## src/hw/rtl/mbps_pkg.sv

```systemverilog
// Shared constants and types of the masked byte pattern scanner.
`default_nettype none

package mbps_pkg;

   // Defaults for the top-level parameters.
   localparam int MAX_PATTERN_DEFAULT  = 16;
   localparam int ADDRESS_BITS_DEFAULT = 48;

   // Pattern bytes that the registers can hold; later positions are wildcards.
   localparam int PATTERN_BYTES = 16;

   // Field widths.
   localparam int DATA_W    = 8;
   localparam int BASE_W    = 48;
   localparam int REGION_W  = 16;
   localparam int HIT_ADDR_W = 48;
   localparam int LEN_W     = 5;
   localparam int HITS_W    = 24;
   localparam int CSR_IDX_W = 3;
   localparam int CSR_W     = 64;

   localparam int REQ_TDATA_W = 72;
   localparam int RSP_TDATA_W = 64;

   // Register indexes.
   localparam logic [CSR_IDX_W-1:0] REG_PATTERN_LOW  = 3'd0;
   localparam logic [CSR_IDX_W-1:0] REG_PATTERN_HIGH = 3'd1;
   localparam logic [CSR_IDX_W-1:0] REG_CARE_MASK    = 3'd2;
   localparam logic [CSR_IDX_W-1:0] REG_PATTERN_LEN  = 3'd3;
   localparam logic [CSR_IDX_W-1:0] REG_MAX_HITS     = 3'd4;

   // Register reset values.
   localparam logic [PATTERN_BYTES-1:0] CARE_MASK_RESET = 16'hFFFF;
   localparam logic [HITS_W-1:0]        MAX_HITS_RESET  = 24'hFFFFFF;

   // Pattern settings handed to the window compare.
   typedef struct packed {
      logic [PATTERN_BYTES*DATA_W-1:0] pattern;
      logic [PATTERN_BYTES-1:0]        care;
      logic [LEN_W-1:0]                len;
   } cfg_type;

endpackage

`default_nettype wire

```

## src/hw/rtl/mbps_window_match.sv

```systemverilog
// Masked compare of the newest window bytes against the configured pattern.
`default_nettype none

module mbps_window_match #(
   parameter int MAX_PATTERN = mbps_pkg::MAX_PATTERN_DEFAULT
) (
   input  logic [7:0]                           window_i [MAX_PATTERN],
   input  logic [$clog2(MAX_PATTERN+1)-1:0]     count_i,
   input  mbps_pkg::cfg_type                    cfg_i,
   output logic                                 match_o
);
   import mbps_pkg::*;

   localparam int IdxW     = (MAX_PATTERN > 1) ? $clog2(MAX_PATTERN) : 1;
   localparam int PatBytes = (MAX_PATTERN < PATTERN_BYTES) ? MAX_PATTERN : PATTERN_BYTES;

   logic len_ok;
   logic count_ok;
   logic bytes_ok;

   assign len_ok   = (cfg_i.len != '0) && (int'(cfg_i.len) <= MAX_PATTERN);
   assign count_ok = int'(count_i) >= int'(cfg_i.len);

   // Pattern byte j lines up with window slot MAX_PATTERN - len + j.
   always_comb begin
      int pos;
      logic [IdxW-1:0] sel;
      bytes_ok = 1'b1;
      pos      = 0;
      sel      = '0;
      for (int j = 0; j < PatBytes; j++) begin
         pos = MAX_PATTERN - int'(cfg_i.len) + j;
         sel = IdxW'(pos);
         if ((j < int'(cfg_i.len)) && cfg_i.care[j] &&
             (window_i[sel] != cfg_i.pattern[j*DATA_W +: DATA_W])) begin
            bytes_ok = 1'b0;
         end
      end
   end

   assign match_o = len_ok && count_ok && bytes_ok;

endmodule

`default_nettype wire

```

## src/hw/rtl/masked_byte_pattern_scanner.sv

```systemverilog
// Masked byte pattern scanner: streams region bytes and reports pattern hits.
//
// The scanner takes one byte of region contents per clock and keeps the last
// MAX_PATTERN bytes of the current region in a shift window. A request with the
// region-first flag in tuser restarts the window count and loads the region's
// base address and index. Once a byte is in the window register, the newest
// pattern_length bytes are compared in parallel against the pattern (cleared
// care_mask bits match anything) and a hit is loaded into the result register
// when that register is free; a hit passes the window and result registers on
// its way out, and a new request is taken every clock while the response side
// keeps up. A response carries the address of the matching window's first byte
// and the region index. At most max_hits hits are reported; a pattern_length of
// zero or above MAX_PATTERN gives none. The user must write registers only while
// the scanner is idle; the scanner itself does not enforce this.
`default_nettype none

module masked_byte_pattern_scanner #(
   parameter int MAX_PATTERN  = mbps_pkg::MAX_PATTERN_DEFAULT,
   parameter int ADDRESS_BITS = mbps_pkg::ADDRESS_BITS_DEFAULT
) (
   input  logic                               clock,
   input  logic                               reset,

   input  logic                               req_tvalid,
   output logic                               req_tready,
   // data_byte [7:0], region_base [55:8], region_number [71:56]
   input  logic [mbps_pkg::REQ_TDATA_W-1:0]   req_tdata,
   // region_first
   input  logic                               req_tuser,

   output logic                               rsp_tvalid,
   input  logic                               rsp_tready,
   // hit_address [47:0], hit_region [63:48]
   output logic [mbps_pkg::RSP_TDATA_W-1:0]   rsp_tdata,

   input  logic                               csr_we,
   input  logic [mbps_pkg::CSR_IDX_W-1:0]     csr_index,
   input  logic [mbps_pkg::CSR_W-1:0]         csr_wdata
);
   import mbps_pkg::*;

   localparam int CntW  = $clog2(MAX_PATTERN + 1);
   localparam int AddrW = ADDRESS_BITS;

   // Configuration registers.
   logic [CSR_W-1:0]         pattern_low_ff;
   logic [CSR_W-1:0]         pattern_high_ff;
   logic [PATTERN_BYTES-1:0] care_mask_ff;
   logic [LEN_W-1:0]         pattern_len_ff;
   logic [HITS_W-1:0]        max_hits_ff;
   cfg_type                  cfg;

   // Scan state.
   logic [7:0]          window_ff [MAX_PATTERN];
   logic [7:0]          window_in [MAX_PATTERN];
   logic [CntW-1:0]     count_ff;
   logic [CntW-1:0]     count_in;
   logic [AddrW-1:0]    next_addr_ff;
   logic [AddrW-1:0]    next_addr_in;
   logic [AddrW-1:0]    item_addr;
   logic [REGION_W-1:0] region_ff;
   logic [REGION_W-1:0] region_in;
   logic [HITS_W-1:0]   hits_ff;
   logic [HITS_W-1:0]   hits_in;

   // Compare stage and result register.
   logic                  eval_ff;
   logic                  eval_in;
   logic                  rsp_valid_ff;
   logic                  rsp_valid_in;
   logic [HIT_ADDR_W-1:0] rsp_addr_ff;
   logic [HIT_ADDR_W-1:0] rsp_addr_in;
   logic [REGION_W-1:0]   rsp_region_ff;
   logic [REGION_W-1:0]   rsp_region_in;

   logic       req_accept;
   logic       out_free;
   logic       advance;
   logic       match;
   logic       fire;
   logic [7:0] data_byte;
   logic       region_first;

   assign data_byte    = req_tdata[7:0];
   assign region_first = req_tuser;

   // Configuration port.
   always_ff @(posedge clock) begin
      if (reset) begin
         pattern_low_ff  <= '0;
         pattern_high_ff <= '0;
         care_mask_ff    <= CARE_MASK_RESET;
         pattern_len_ff  <= '0;
         max_hits_ff     <= MAX_HITS_RESET;
      end else if (csr_we) begin
         unique case (csr_index)
            REG_PATTERN_LOW:  pattern_low_ff  <= csr_wdata;
            REG_PATTERN_HIGH: pattern_high_ff <= csr_wdata;
            REG_CARE_MASK:    care_mask_ff    <= csr_wdata[PATTERN_BYTES-1:0];
            REG_PATTERN_LEN:  pattern_len_ff  <= csr_wdata[LEN_W-1:0];
            REG_MAX_HITS:     max_hits_ff     <= csr_wdata[HITS_W-1:0];
            default: ;
         endcase
      end
   end

   assign cfg.pattern = {pattern_high_ff, pattern_low_ff};
   assign cfg.care    = care_mask_ff;
   assign cfg.len     = pattern_len_ff;

   // Handshake. A pending compare holds the window until it can move on.
   assign out_free   = !rsp_valid_ff || rsp_tready;
   assign advance    = eval_ff && out_free;
   assign req_tready = !eval_ff || out_free;
   assign req_accept = req_tvalid && req_tready;

   // Window and region bookkeeping for an accepted request.
   assign item_addr    = region_first ? AddrW'(req_tdata[55:8]) : next_addr_ff;
   assign next_addr_in = req_accept ? item_addr + AddrW'(1) : next_addr_ff;
   assign region_in    = (req_accept && region_first) ? req_tdata[71:56] : region_ff;

   always_comb begin
      count_in = count_ff;
      if (req_accept) begin
         if (region_first) begin
            count_in = CntW'(1);
         end else if (count_ff != CntW'(MAX_PATTERN)) begin
            count_in = count_ff + CntW'(1);
         end
      end
   end

   always_comb begin
      for (int k = 0; k < MAX_PATTERN; k++) begin
         window_in[k] = window_ff[k];
      end
      if (req_accept) begin
         for (int k = 0; k < MAX_PATTERN - 1; k++) begin
            window_in[k] = window_ff[k+1];
         end
         window_in[MAX_PATTERN-1] = data_byte;
      end
   end

   assign eval_in = req_accept ? 1'b1 : (advance ? 1'b0 : eval_ff);

   mbps_window_match #(
      .MAX_PATTERN (MAX_PATTERN)
   ) u_match (
      .window_i (window_ff),
      .count_i  (count_ff),
      .cfg_i    (cfg),
      .match_o  (match)
   );

   assign fire    = advance && match && (hits_ff < max_hits_ff);
   assign hits_in = fire ? hits_ff + HITS_W'(1) : hits_ff;

   // The window start is the next address less the pattern length.
   always_comb begin
      rsp_valid_in  = rsp_valid_ff;
      rsp_addr_in   = rsp_addr_ff;
      rsp_region_in = rsp_region_ff;
      if (advance) begin
         rsp_valid_in  = fire;
         rsp_addr_in   = HIT_ADDR_W'(next_addr_ff - AddrW'(cfg.len));
         rsp_region_in = region_ff;
      end else if (rsp_tready) begin
         rsp_valid_in = 1'b0;
      end
   end

   always_ff @(posedge clock) begin
      if (reset) begin
         count_ff     <= '0;
         next_addr_ff <= '0;
         region_ff    <= '0;
         hits_ff      <= '0;
         eval_ff      <= 1'b0;
         rsp_valid_ff <= 1'b0;
      end else begin
         count_ff     <= count_in;
         next_addr_ff <= next_addr_in;
         region_ff    <= region_in;
         hits_ff      <= hits_in;
         eval_ff      <= eval_in;
         rsp_valid_ff <= rsp_valid_in;
      end
   end

   always_ff @(posedge clock) begin
      for (int k = 0; k < MAX_PATTERN; k++) begin
         window_ff[k] <= window_in[k];
      end
      rsp_addr_ff   <= rsp_addr_in;
      rsp_region_ff <= rsp_region_in;
   end

   assign rsp_tvalid = rsp_valid_ff;
   assign rsp_tdata  = {rsp_region_ff, rsp_addr_ff};

   // A new result only ever comes from a request that was waiting for compare.
   a_result_from_compare: assert property (@(posedge clock) disable iff (reset)
      $rose(rsp_valid_ff) |-> $past(eval_ff))
      else $error("result appeared without a pending compare");

   // Requests are held off only while a compare waits behind a stalled result.
   a_stall_cause: assert property (@(posedge clock) disable iff (reset)
      !req_tready |-> (eval_ff && rsp_valid_ff && !rsp_tready))
      else $error("request stalled without cause");

   // Every reported hit is counted exactly once.
   a_hit_counted: assert property (@(posedge clock) disable iff (reset)
      fire |=> (hits_ff == $past(hits_ff) + HITS_W'(1)) && rsp_valid_ff)
      else $error("hit not counted or not presented");

endmodule

`default_nettype wire

```

## config.mk

```make
export PLATFORM = sky130hd
export DESIGN_NAME = masked_byte_pattern_scanner
export DESIGN_NICKNAME = d
export VERILOG_FILES = /design/src/hw/rtl/mbps_pkg.sv /design/src/hw/rtl/mbps_window_match.sv /design/src/hw/rtl/masked_byte_pattern_scanner.sv
export SDC_FILE = /design/constraint.sdc
export NUM_CORES = 1
export LEC_CHECK = 0
export ABC_AREA = 1
export ABC_CLOCK_PERIOD_IN_PS = 7000
export CORE_MARGIN = 1.5
export CORE_UTILIZATION = 55
export DETAILED_ROUTE_END_ITERATION = 7
export DONT_BUFFER_PORTS = 1
export PLACE_DENSITY_LB_ADDON = 0.2
export RECOVER_POWER = 25
export SLEW_MARGIN = 0
export SYNTH_ARGS = -nofsm -noshare
export SYNTH_HDL_FRONTEND = slang
export SYNTH_SLANG_ARGS = --single-unit
```

## constraint.sdc

```tcl
create_clock -name clock -period 7 [get_ports clock]
set_input_delay 1.4 -clock clock [delete_from_list [all_inputs] [get_ports clock]]
set_output_delay 1.4 -clock clock [all_outputs]
set_load 0.05 [all_outputs]
```

==> run_results.csv, run 1 <==
group,metric,value,unit
outcome,outcome,"complete, but fails checks",
outcome,violations,"capacitance limit, slew limit",
drt,firstDrtPassIters,6,
sta,rsz0062_at_grt,"no",
sta,fin_hold_ws,429,ps
drt,drtIter0Drc,3330,
synthesis,synth_area,29300,um2
power,comb_power_share,0.228,
placement,pre_cts_ws,1910,ps
sta,post-route-period-util,0.759,
floorplan,num_rows,84,
synthesis,ys_seq_elements,460,
global_route,grt_max_degree,106,
synthesis,synth_edf_count,192,
floorplan,start_util,0.557,
floorplan,dieArea,54600,um2
setup_path,rrSetupSlack,1690,ps
drt,drc,0,
synthesis,synthArstFlopShare,0,
setup_path,cp_cell_sequence,"inv_1 -> ha_2 -> inv_4 -> nand2_1 -> nand2_2 -> buf_4 -> nand2_1 -> nand2_1 -> o21ai_1 -> nand2_1 -> nand2_1 -> nand2_1 -> nand2_1 -> nand2_1 -> nor2_1 -> nand2_1 -> nand2_1 -> nand2_1 -> nor2_1 -> nand2_1 -> nor2_8 -> nand2_4 -> nand2_1 -> a21oi_1",
floorplan,ios,211,
clocking,cts.sinks,460,
setup_path,arrival,5800,ps
sta,fmax,188,MHz
floorplan,dieWidth,234,um
cells_and_area,syn2layout_area_growth,5.88,%
clocking,cts.hold.buffers_added,0,
sta,slew_viol_final,49,
setup_path,cp-end-kind,"register",
setup_path,worstPathMaxFanout,44,
clocking,h-tree-depth,2,
sta,slew_headroom,-0.325,
clocking,numCtsBuffers,51,
drt,vias,28500,
placement,dp_hpwl,69200,um
global_route,grt_pass1_vias,25400,
placement,portBuffers,0,
global_route,grt_util_all_layers,0.342,
setup_path,crit-reg2reg-launch,"pattern_len_ff[1]",
power,netSwitchingPower,2.57,mW
synthesis,synth-seq-area-share,0.380,
setup_path,crit_start,"pattern_len_ff[1]",
setup_path,max_stage_delay,690,ps
cells_and_area,instances_no_fill,5004,
floorplan,dieHeight,234,um
global_route,grt_pass1_wl,144000,um
sta,hold_viol,0,
placement,gp_congestion,0.998,
power,max-vdd-ir-drop,0.000211,V
cells_and_area,multi_input_area,15500,um2
cells_and_area,nets,4452,
cells_and_area,drive_gt1_frac,0.0385,
min_path,hp-class,"register to register",
placement,placed_cells,4902,
sta,fin_crit,5310,ps
setup_path,critPathLaunchType,"register",
min_path,holdCritStartpoint,"region_ff[15]",
power,clkPwrFrac,0.366,
setup_path,crit_required,7490,ps
sta,worst_slack,1690,ps
power,p_leak,14.4,nW
setup_path,reg2reg_depth,24,
clocking,cts_resized,0,
clocking,path_clk_slew,60,ps
sta,worst_slew_pin_slew,1990,ps
global_route,grt-ovfl-total,0,
drt,viasPerCell,5.69,
power,power_density,247,nW/um2
floorplan,core_area,52600,um2
sta,setup_viol,0,
job,maxCapViolCount,1,
global_route,antenna_found_initial,7,
power,p_int,5.09,mW
synthesis,yosys_warnings,0,
drt,wire_per_inst,19.0,um
synthesis,syn_nets,4584,
power,p_sw_frac,0.336,
drt,wl,94900,um
synthesis,synth_flop_cell,"dfxtp_1",
setup_path,crit_path_end,"hits_ff[16]",
synthesis,avgSynthCellArea,6.65,um2
setup_path,slowest_stage,"ha_2",
synthesis,netlist_instances,4399,
synthesis,yosysUniqueCellTypes,45,
setup_path,worstSetupPathType,"register to register",
sta,finalSetupTns,0,ps
power,pwr-share-seq,0.406,
clocking,clockBufferDepth,3,
drt,antenna_left,0,
cells_and_area,regArea,11100,um2
clocking,cts_setup_buffers,0,
sta,finClkSkew,27.7,ps
clocking,clkLatencyLatePin,620,ps
setup_path,reg2reg_to,"hits_ff[16]",
setup_path,crit_top_cell,"nand2_1",
clocking,clockRootBuffer,"clkbuf_16",
cells_and_area,fillers,5104,
clocking,cts_tree,"built",
==> worst max-delay path: cells and delay by family (launching register included) <==
| family | cells | cell delay (ps) |
|---|---|---|
| buffers and inverters | 3 | 940 |
| flip-flops | 1 | 530 |
| adder cells (fa/ha/maj) | 1 | 690 |
| AO/OA/AOI/OAI | 2 | 300 |
| AND/OR/NAND/NOR | 18 | 2690 |
==> kinds of logic (layout without fill, tap and decap cells) <==
kind of cell,after synthesis,in the layout,share of synthesized area
AO/OA/AOI/OAI,519,519,0.0937
XOR/XNOR,125,125,0.0374
adder cells (fa/ha/maj),40,40,0.0174
buffers and inverters,636,547,0.0920
flip-flops,460,460,0.380
multiplexers,12,12,0.00411
other,0,6,0
AND/OR/NAND/NOR,2607,2607,0.375
==> layout make-up <==
| class | count | share of cell area |
|---|---|---|
| multi-input combinational | 3303 | 0.499 |
| sequential | 460 | 0.359 |
| inverter | 429 | 0.0525 |
| clock buffer | 67 | 0.0458 |
| tap | 688 | 0.0278 |
| clock inverter | 29 | 0.00998 |
| timing repair buffer | 22 | 0.00509 |
| antenna | 6 | 0.000485 |
==> power groups by stage <==
| stage | registers (mW) | clock network (mW) | logic [mW] |
|---|---|---|---|
| 6_report | 3.11 | 2.81 | 1.75 |
| 3_3_place_gp | 3.16 | 0 | 1.67 |
| 4_1_cts | 3.11 | 2.83 | 1.70 |
| 5_1_grt | 3.12 | 2.94 | 1.96 |
| 3_5_place_dp | 3.16 | 0 | 1.69 |
| 2_1_floorplan | 3.13 | 0 | 1.32 |
==> routing by layer <==
metal  part of all wire  global-route usage
met1               0.43               0.480
met2               0.43               0.507
met3               0.11              0.0851
met4              0.038               0.124
met5             0.0013              0.0119
==> cells in the mapped netlist (5+ instances only) <==
cell type / n / area, um2
a21oi_1: 195 / 976
and2_1: 5 / 31.3
buf_1: 8 / 30.0
buf_2: 71 / 355
buf_4: 22 / 165
buf_6: 17 / 191
clkbuf_1: 89 / 334
dfxtp_1: 268 / 5370
edfxtp_1: 192 / 5770
ha_1: 39 / 488
inv_1: 415 / 1560
inv_2: 9 / 33.8
mux2i_1: 12 / 120
nand2_1: 1610 / 6040
nand2_2: 16 / 100
nand2_4: 7 / 78.8
nand3_1: 574 / 2870
nand3b_1: 26 / 195
nand4_1: 26 / 163
nor2_1: 262 / 983
nor3_1: 36 / 180
nor4_1: 18 / 113
o211ai_1: 45 / 338
o21ai_0: 255 / 1280
o21ai_1: 12 / 60.1
or2_2: 18 / 113
xnor2_1: 27 / 236
xor2_1: 98 / 858
==> placed cells by master (no fill, tap or decap), drive strengths merged, types with 39 or more instances in the layout <==
master,synthesis,routed
ha,39,39
xor2,98,98
nand2,1633,1633
dfxtp,268,268
inv,426,430
o211ai,45,45
nand3,576,576
o21ai,267,267
a21oi,196,196
nor2,267,267
clkbuf,89,69
edfxtp,192,192
==> stage by stage <==
stage / cell area (um2) / power (mW) / utilization
final: 31000 / 7.67 / 0.589
after global routing: 31000 / 8.02 / 0.589
after CTS: 31000 / 7.64 / 0.590
after detailed placement: 29300 / 4.85 / 0.557
after global placement: 29300 / 4.83 / 0.557
after floorplan: 29300 / 4.45 / -
==> state kept, by name (all words and copies together) (netlist names) <==
signal / count
window_ff: 128
pattern_high_ff: 64
pattern_low_ff: 64
next_addr_ff: 48
rsp_addr_ff: 48
hits_ff: 24
max_hits_ff: 24
care_mask_ff: 16
region_ff: 16
rsp_region_ff: 16
count_ff: 5
pattern_len_ff: 5
eval_ff: 1
rsp_tvalid: 1
==> worst min path at each step <==
stage,end,slack (ps),depth (start not counted)
3_5_place_dp,rsp_region_ff[15],420,0
3_3_place_gp,rsp_region_ff[13],410,0
2_1_floorplan,rsp_region_ff[0],410,0
5_1_grt,rsp_region_ff[5],440,0
6_report,rsp_region_ff[15],430,0
4_1_cts,rsp_region_ff[15],430,0
No activity file was read; power rests on OpenSTA's default activity.
==> run 2, diff against run 1 <==
- ABC_CLOCK_PERIOD_IN_PS: 7000 -> 4720
- clock period: 7 -> 4.72 ns (I/O delays scaled with it)
==> run_results.csv, run 2 (synthesis results as in run 1) <==
group,metric,value,unit
outcome,outcome,"complete, but fails checks",
outcome,violations,"capacitance limit, slew limit",
cells_and_area,syn2layout_area_growth,6.57,%
floorplan,start_util,0.557,
clocking,cts_setup_buffers,0,
global_route,grt_util_all_layers,0.341,
sta,rsz0062_at_grt,"no",
setup_path,crit_required,5250,ps
placement,gp_congestion,1.03,
global_route,grt_pass1_vias,25000,
setup_path,cp_cell_sequence,"inv_4 -> ha_2 -> buf_4 -> buf_4 -> nand3_1 -> nand2_1 -> nand2_1 -> nand2_1 -> nand2_1 -> nand2_1 -> nand2_1 -> nand2_1 -> nand2_1 -> nor2_1 -> nand2_1 -> nand2_1 -> nand2_1 -> nor2_1 -> nand2_1 -> nor2_8 -> buf_4 -> nand3_1 -> a21oi_1",
setup_path,cp-end-kind,"register",
cells_and_area,largest_reg_flops,128,
sta,post-route-period-util,0.879,
setup_path,reg2reg_depth,23,
floorplan,dieArea,54600,um2
sta,setup_viol,0,
sta,finalSetupTns,0,ps
sta,fmax,241,MHz
global_route,grt-ovfl-total,0,
sta,slew_viol_final,234,
global_route,grt_max_degree,168,
setup_path,rrSetupSlack,570,ps
drt,drc,0,
clocking,clockBufferDepth,3,
drt,wire_per_inst,18.9,um
cells_and_area,instances_no_fill,5025,
placement,portBuffers,0,
drt,drtIter0Drc,3447,
clocking,cts_tree,"built",
drt,vias,28500,
setup_path,crit_top_cell,"nand2_1",
drt,antenna_left,0,
cells_and_area,drive_gt1_frac,0.0446,
drt,firstDrtPassIters,6,
clocking,h-tree-depth,2,
min_path,holdCritStartpoint,"reset",
setup_path,slowest_stage,"buf_4",
clocking,cts_resized,0,
sta,slew_headroom,-0.444,
setup_path,arrival,4670,ps
min_path,min_path_cells,1,
drt,viasPerCell,5.67,
clocking,cts.sinks,460,
floorplan,dieWidth,234,um
setup_path,worstPathMaxFanout,51,
cells_and_area,fillers,5097,
power,p_leak,14.5,nW
cells_and_area,final_cell_mix,"1,608 x nand2_1, 573 x nand3_1, 415 x inv_1",
setup_path,crit_buf_inv,4,
cells_and_area,final_common_cell,"nand2_1",
cells_and_area,regArea,11100,um2
sta,worst_slew_pin_slew,2170,ps
clocking,clockRootBuffer,"clkbuf_16",
placement,placed_cells,4922,
sta,finClkSkew,24.0,ps
min_path,hold_path_end,"region_ff[13]",
min_path,hp-class,"input port to register",
cells_and_area,nets,4473,
setup_path,critPathLaunchType,"register",
global_route,antenna_found_initial,6,
setup_path,cp_top_family,"simple AND/OR/NAND/NOR gates",
floorplan,num_rows,84,
setup_path,max_stage_delay,550,ps
setup_path,worstSetupPathType,"register to register",
clocking,numCtsBuffers,52,
power,max-vdd-ir-drop,0.000303,V
clocking,cts.hold.buffers_added,0,
cells_and_area,multi_input_area,15500,um2
sta,hold_viol,0,
floorplan,core_area,52600,um2
clocking,clkLatencyLatePin,620,ps
setup_path,reg2reg_to,"hits_ff[13]",
power,power_density,364,nW/um2
cells_and_area,regMostFlops,"window_ff",
placement,dp_hpwl,70200,um
clocking,path_clk_slew,60,ps
job,maxCapViolCount,4,
cells_and_area,top_regs,"window_ff: 128 flops, pattern_high_ff: 64 flops, pattern_low_ff: 64 flops",
drt,wl,95000,um
global_route,grt_pass1_wl,143000,um
setup_path,crit-reg2reg-launch,"pattern_len_ff[0]",
sta,fin_crit,4150,ps
floorplan,dieHeight,234,um
floorplan,ios,211,
run 2: changes by cell type in the layout (fill, tap and decap cells not counted), moves of 2 or more:
cell	previous run	this run
clkinv_2	8	14
buf_12	0	5
buf_4	20	34
clkinv_4	0	2
clkinv_1	10	4
clkbuf_16	53	56
bufinv_16	6	3
clkbuf_8	4	1
inv_4	4	7
run 2: worst max-delay path by stage:
stage / start / to / slack [ps] / depth (start not counted)
2_1_floorplan: rsp_tready / window_ff[0] / 570 / 6
3_3_place_gp: req_tuser / next_addr_ff[45] / 610 / 17
3_5_place_dp: req_tuser / next_addr_ff[45] / 620 / 17
4_1_cts: pattern_len_ff[0] / hits_ff[23] / 670 / 21
5_1_grt: pattern_len_ff[0] / hits_ff[5] / 230 / 21
6_report: pattern_len_ff[0] / hits_ff[13] / 570 / 23
run 2: per-stage QoR:
step                      setup slack, ps  hold WS (ps)   util  instance area [um2]  total power [mW]
final                                 571           403  0.593                31200              11.4
after global routing                  234           386  0.593                31200              11.9
after CTS                             665           376  0.593                31200              11.3
after detailed placement              624           413  0.561                29500              7.25
after global placement                613           412  0.561                29500              7.22
after floorplan                       572           409      -                29300              6.60
run 2: final cells by class:
type,instances,area share
Clock inverter,30,0.00811
Inverter,429,0.0521
Clock buffer,68,0.0467
Antenna cell,5,0.000401
Tap cell,688,0.0276
Sequential cell,460,0.357
Multi-Input combinational cell,3303,0.496
Timing Repair Buffer,42,0.0120
run 2: where the power goes:
group / switching, mW / internal [mW] / leakage, nW / total, mW
clock network: 1.76 / 2.35 / 0.848 / 4.11
registers: 0.249 / 4.36 / 4.06 / 4.61
logic: 1.86 / 0.774 / 9.60 / 2.63
total: 3.87 / 7.49 / 14.5 / 11.4
run 2: metal layers:
metal	wire, um	global-route usage
met5	24	0
met4	3710	0.131
met3	10300	0.0924
met2	40500	0.501
met1	40500	0.475
run 2: worst reg2reg max path, stage by stage (launching register included):
cell and delay [ps]:
dfxtp_4 400, inv_4 60, ha_2 360, buf_4 260, buf_4 550, nand3_1 370
nand2_1 230, nand2_1 100, nand2_1 70, nand2_1 70, nand2_1 80, nand2_1 40
nand2_1 50, nand2_1 60, nor2_1 90, nand2_1 180, nand2_1 100, nand2_1 80
nor2_1 100, nand2_1 130, nor2_8 130, buf_4 270, nand3_1 110, a21oi_1 170
